`src/tst_pkg.sv`:
```
`timescale 1ns / 1ps
// ---------------------------------------------------------------------------
// Taylor tangent package
// Shared types, operation codes, status codes and fixed-point constants.
// ---------------------------------------------------------------------------
package tst_pkg;

	localparam int WORK_FRAC = 60;
	localparam logic [63:0] PI_Q60 = 64'h3243F6A8885A308D;
	localparam logic [63:0] SEC_HALF_TURN = 64'd648000;
	localparam logic [63:0] PI_QUOT = PI_Q60 / SEC_HALF_TURN;
	localparam logic [63:0] PI_REM = PI_Q60 % SEC_HALF_TURN;
	localparam logic [63:0] ONE_Q60 = 64'h1000_0000_0000_0000;
	localparam logic [63:0] POS_MAX = 64'h7FFF_FFFF_FFFF_FFFF;
	localparam logic [63:0] NEG_MIN = 64'h8000_0000_0000_0000;

	// The half turn is 64 * 10125. The remainder product stays below 2^39, so
	// after dropping its low six bits it is below 2^33, and a multiply by
	// ceil(2^47 / 10125) followed by a shift of 47 gives the exact quotient.
	localparam int          X3_SHIFT = 47;
	localparam logic [63:0] X3_RECIP = ((64'd1 << 47) + 64'd10124) / 64'd10125;

	// Datapath operations.
	localparam logic [2:0] OP_X1  = 3'd0; // seconds times pi quotient
	localparam logic [2:0] OP_X2  = 3'd1; // seconds times pi remainder
	localparam logic [2:0] OP_X3  = 3'd2; // remainder product over half turn
	localparam logic [2:0] OP_TM1 = 3'd3; // term times angle, sine step
	localparam logic [2:0] OP_TD1 = 3'd4; // divide by odd index, update sine
	localparam logic [2:0] OP_TM2 = 3'd5; // term times angle, cosine step
	localparam logic [2:0] OP_TD2 = 3'd6; // divide by even index, update cosine
	localparam logic [2:0] OP_FD  = 3'd7; // final sine over cosine

	localparam logic [1:0] STAT_OK  = 2'd0;
	localparam logic [1:0] STAT_COS = 2'd1;
	localparam logic [1:0] STAT_SAT = 2'd2;

	typedef struct packed {
		logic       load;
		logic       start;
		logic [2:0] op;
		logic [5:0] idx;
	} cmd_t;

	typedef struct packed {
		logic done;
		logic cs_bad;
	} sts_t;

endpackage

```
`src/tst_ctrl.sv`:
```
`timescale 1ns / 1ps
// ---------------------------------------------------------------------------
// Taylor tangent controller
// Sequences angle conversion, the term loop and, unless the cosine is bad, the final division.
// ---------------------------------------------------------------------------
module tst_ctrl
	import tst_pkg::*;
#(
	parameter int MAX_TERMS = 16
) (
	input  logic       clk,
	input  logic       arst_n,
	input  logic       in_valid,
	output logic       in_ready,
	input  logic [4:0] term_count,
	input  sts_t       sts,
	input  logic       out_free,
	output cmd_t       cmd,
	output logic       capture
);

	localparam logic [2:0] ST_IDLE = 3'd0;
	localparam logic [2:0] ST_RUN  = 3'd1;
	localparam logic [2:0] ST_WAIT = 3'd2;
	localparam logic [2:0] ST_CHK  = 3'd3;
	localparam logic [2:0] ST_DONE = 3'd4;

	logic [2:0] state_q;
	logic [2:0] op_q;
	logic [5:0] i_q, n_q, n_clamp;

	assign n_clamp = ({1'b0, term_count} > 6'(MAX_TERMS)) ? 6'(MAX_TERMS)
		: {1'b0, term_count};

	always_ff @(posedge clk or negedge arst_n) begin
		if (!arst_n) begin
			state_q <= ST_IDLE;
			op_q    <= OP_X1;
			i_q     <= 6'd1;
			n_q     <= 6'd0;
		end else begin
			unique case (state_q)
				ST_IDLE: if (in_valid) begin
					n_q     <= n_clamp;
					op_q    <= OP_X1;
					i_q     <= 6'd1;
					state_q <= ST_RUN;
				end
				ST_RUN: state_q <= ST_WAIT;
				ST_WAIT: if (sts.done) begin
					state_q <= ST_RUN;
					unique case (op_q)
						OP_X1:  op_q <= OP_X2;
						OP_X2:  op_q <= OP_X3;
						OP_X3: begin
							op_q <= OP_TM1;
							if (n_q == 6'd0)
								state_q <= ST_CHK;
						end
						OP_TM1: op_q <= OP_TD1;
						OP_TD1: op_q <= OP_TM2;
						OP_TM2: op_q <= OP_TD2;
						OP_TD2: begin
							op_q <= OP_TM1;
							if (i_q == n_q)
								state_q <= ST_CHK;
							else
								i_q <= i_q + 6'd1;
						end
						default: state_q <= ST_DONE;
					endcase
				end
				ST_CHK: begin
					if (sts.cs_bad) begin
						state_q <= ST_DONE;
					end else begin
						op_q    <= OP_FD;
						state_q <= ST_RUN;
					end
				end
				ST_DONE: if (out_free)
					state_q <= ST_IDLE;
				default: state_q <= ST_IDLE;
			endcase
		end
	end

	always_comb begin
		in_ready  = (state_q == ST_IDLE);
		cmd.load  = (state_q == ST_IDLE) && in_valid;
		cmd.start = (state_q == ST_RUN);
		cmd.op    = op_q;
		cmd.idx   = i_q;
		capture   = (state_q == ST_DONE) && out_free;
	end

endmodule

```
`config.mk`:
```
export PLATFORM = sky130hd
export DESIGN_NAME = tst_ctrl
export DESIGN_NICKNAME = d
export VERILOG_FILES = /design/src/tst_pkg.sv /design/src/tst_ctrl.sv
export SDC_FILE = /design/constraint.sdc
export NUM_CORES = 1
export LEC_CHECK = 0
export BUFFER_PORTS_ARGS = -buffer_cell sky130_fd_sc_hd__buf_2
export CAP_MARGIN = 20
export CORE_MARGIN = 1.5
export CORE_UTILIZATION = 47
export DETAILED_ROUTE_END_ITERATION = 10
export PLACE_DENSITY = 0.83
export SYNTH_ARGS = -nofsm -noshare
export SYNTH_HDL_FRONTEND = slang
export SYNTH_SLANG_ARGS = --single-unit
```
`constraint.sdc`:
```
create_clock -name clk -period 1.7 [get_ports clk]
set_input_delay 0.255 -clock clk [delete_from_list [all_inputs] [get_ports clk]]
set_output_delay 0.255 -clock clk [all_outputs]
set_load 0.1 [all_outputs]
```
==> reports/qor.csv <==
stage;metric;value;unit
critical_path;critPathBufInv;0;
hold_path;worstHoldPathType;input pin to flip-flop;
critical_path;cp_max_fo;5;
placed_design;pre_cts_ws;-0.0209;ns
power_and_ir_drop;seq_power_share;0.252;
grt;track_usage;0.227;
grt;grt_pass1_vias;959;
sta;finalMaxSlewViolations;0;
critical_path;critPathCaptureType;flip-flop;
critical_path;slowest_stage;dfrtp_4;
power_and_ir_drop;switching_share;0.552;
layout;finalNetCount;166;
sta;worst_pin_slew;0.516;ns
clock_tree;root_buffer;clkbuf_4;
clock_tree;clock_sinks;17;
logic_synthesis;syn_inst;114;
logic_synthesis;yosys_register_bits;17;
critical_path;cpPeakStageDelay;0.48;ns
grt;grt-ovfl-total;0;
layout;syn2layout_area_growth;39.8;%
route;wl_per_cell;14.8;um
layout;drive_above_1_share;0.451;
sta;slew_headroom;0.654;
flow_run;drv_cap;0;
die;io_pins;24;
sta;rsz0062_at_grt;yes;
grt;grt_pass1_wl;4.29;mm
critical_path;critPathKind;flip-flop to flip-flop;
status;violations;negative setup slack;
power_and_ir_drop;vdd.ir_drop.worst;0.00135;V
sta;post-route-min-period;1.72;ns
placed_design;dp_cells;167;
route;routed_wl;2.66;mm
layout;final_cells;180;
layout;antennaDiodeCount;0;
status;status;finished with violations;
clock_tree;htree_levels;1;
route;route.detailed.drc;0;
sta;fin_ws;-0.0236;ns
critical_path;crit_chain;nand3b_4 -> a2111o_1 -> a21oi_4 -> a31oi_1 -> a41o_1;
logic_synthesis;synth_area;0.00105;mm^2
critical_path;rrSetupSlack;-0.02;ns
clock_tree;tritoncts;yes;
route;firstDrtPassIters;4;
sta;holdWs;0.147;ns
sta;tns;-0.0309;ns
route;drt_iter0_drc;27;
power_and_ir_drop;p_per_area;2180;mW/mm^2
critical_path;critical_path.top_delay_family;compound AO/OA/AOI/OAI gates;
route;via_per_inst;5.64;
sta;fmax;580;MHz
logic_synthesis;yosysUniqueCellTypes;42;
die;core-area;0.00204;mm^2
die;die_w;50.3;um
route;vias;1015;
sta;skew;0.000719;ns
power_and_ir_drop;p_leak;0.705;nW
clock_tree;cts-buffers-inserted;3;
clock_tree;clkTransAtPathRegs;0.10;ns
grt;antenna_found_initial;0;
critical_path;critPathRequiredTime;1.90;ns
power_and_ir_drop;power.switching;1.77;mW
critical_path;startpoint_type;flip-flop;
sta;setup_viol;2;
logic_synthesis;synth_nets;126;
critical_path;cp.arrival;1.92;ns
die;die_h;50.3;um
sta;fin_crit_sh;1.01;
die;start_util;0.516;
die;die_area;0.00253;mm^2
placed_design;io_buffers;23;
placed_design;dp_hpwl;1.94;mm
power_and_ir_drop;clockPowerShare;0.071;
clock_tree;clk_latency;0.30;ns
power_and_ir_drop;combPwrFrac;0.677;
sta;hold_violations;0;
route;detail-route-antenna-nets;0;
logic_synthesis;seq_area_frac_synth;0.405;
die;row_count;16;
grt;grt_max_degree;18;
placed_design;place_congestion;0.792;
logic_synthesis;syn_area_per_cell;9.24;um^2
clock_tree;cts_buffer_depth;2;
power_and_ir_drop;power.internal;1.44;mW
logic_synthesis;ys_warn_count;0;
-- sequential cells by signal, indices dropped and copies added (netlist names) --
name and count:
n_q 5, op_q 3, i_q 6, state_q 3
-- path summary, 6_finish.rpt --
kind	end	start	cells after the start
worst max-delay path	i_q[5]	op_q[0]	5
worst min-delay path	state_q[2]	out_free	2
worst max register to register	i_q[5]	op_q[0]	5
worst min register to register	n_q[4]	n_q[4]	2
max in group asynchronous	op_q[1]	arst_n	2
min in group asynchronous	i_q[3]	arst_n	2
-- Yosys cell counts --
cell / count / area (um^2)
a2111o_1: 1 / 11.3
a211oi_2: 2 / 25.0
a21o_1: 1 / 7.51
a21oi_1: 2 / 10.0
a21oi_4: 1 / 16.3
a311o_1: 1 / 10.0
a311oi_1: 1 / 8.76
a31oi_1: 3 / 18.8
a41o_1: 2 / 20.0
a41oi_1: 1 / 8.76
and2_1: 1 / 6.26
and3_1: 2 / 12.5
buf_2: 1 / 5.00
buf_4: 1 / 7.51
buf_6: 1 / 11.3
clkbuf_1: 3 / 11.3
dfrtp_1: 16 / 400
dfstp_2: 1 / 26.3
ha_1: 1 / 12.5
inv_1: 7 / 26.3
mux2_2: 1 / 11.3
mux2i_1: 2 / 20.0
nand2_1: 16 / 60.1
nand2_2: 1 / 6.26
nand2b_1: 7 / 43.8
nand3_1: 1 / 5.00
nand3b_4: 1 / 20.0
nand4_1: 3 / 18.8
nor2_1: 9 / 33.8
nor3_1: 3 / 15.0
nor3b_1: 1 / 7.51
nor4_1: 1 / 6.26
nor4_4: 1 / 21.3
nor4b_1: 1 / 8.76
o21a_1: 1 / 7.51
o21ai_0: 1 / 5.00
o21ai_1: 6 / 30.0
o221a_1: 1 / 11.3
o22ai_1: 1 / 6.26
o31ai_1: 1 / 7.51
xnor2_1: 1 / 8.76
xor2_1: 5 / 43.8
-- per-stage QoR --
stage          utilization  area, um^2  power, mW
6_report             0.721        1470       3.21
5_1_grt              0.721        1470       3.39
4_1_cts              0.710        1450       3.16
3_5_place_dp         0.658        1340       2.81
3_3_place_gp         0.658        1340       2.74
2_1_floorplan            -        1120       2.32
-- worst reg2reg max path: stages, from the launching register on --
cell and delay [ns]:
dfrtp_4 0.48, nand3b_4 0.16, a2111o_1 0.44, a21oi_4 0.20, a31oi_1 0.13, a41o_1 0.22
-- cells in the final DEF, fill, tap and decap left out, types with 3 or more instances in the layout --
cell type,netlist,routed
buf_2,1,19
nand2_1,16,14
buf_4,1,14
dfrtp_1,16,8
nor2_1,9,7
nand2b_1,7,7
o21ai_1,6,6
inv_1,7,5
dfrtp_2,0,5
xor2_1,5,4
buf_12,0,4
nand4_1,3,3
a31oi_1,3,3
clkbuf_4,0,3
dfrtp_4,0,3
buf_6,1,3
-- power by group through the flow --
stage / Combinational [mW] / Clock, mW / Sequential [mW]
5_1_grt: 2.30 / 0.260 / 0.833
6_report: 2.18 / 0.229 / 0.809
4_1_cts: 2.12 / 0.235 / 0.803
2_1_floorplan: 1.17 / 0 / 1.15
3_5_place_dp: 1.98 / 0 / 0.825
3_3_place_gp: 1.92 / 0 / 0.814
-- layout make-up --
type	instances	area, um^2
Timing Repair Buffer	41	324
Inverter	7	30.0
Clock inverter	1	5.00
Sequential cell	17	448
Tap cell	27	33.8
Clock buffer	3	22.5
Multi-Input combinational cell	84	609
Fill cell	155	569
-- layer usage --
| metal | GRT usage | vias to the layer above | wire (um) |
|---|---|---|---|
| li1 | - | 484 | - |
| met1 | 0.274 | 482 | 1070 |
| met2 | 0.397 | 45 | 1380 |
| met3 | 0.0446 | 4 | 172 |
| met4 | 0.0856 | 0 | 33 |
| met5 | 0 | - | 0 |
-- what timing repair did --
item | CTS | global route
setup endpoints to repair | 7 | 11
pin swaps | 3 | 3
resized for setup | 7 | 4
hold buffers | 1 | 0
hold endpoints to repair | 16 | 0
buffers inserted | 6 | 1
gates cloned | 0 | 1
-- logic make-up after synthesis --
family                   after synthesis  synth area share
AND/OR/NAND/NOR                       48             0.252
AO/OA/AOI/OAI                         26             0.194
flip-flops                            17             0.405
buffers and inverters                 13            0.0582
XOR/XNOR                               6            0.0499
multiplexers                           3            0.0297
adder cells (fa/ha/maj)                1            0.0119
Power figures use the tool's default switching activity.
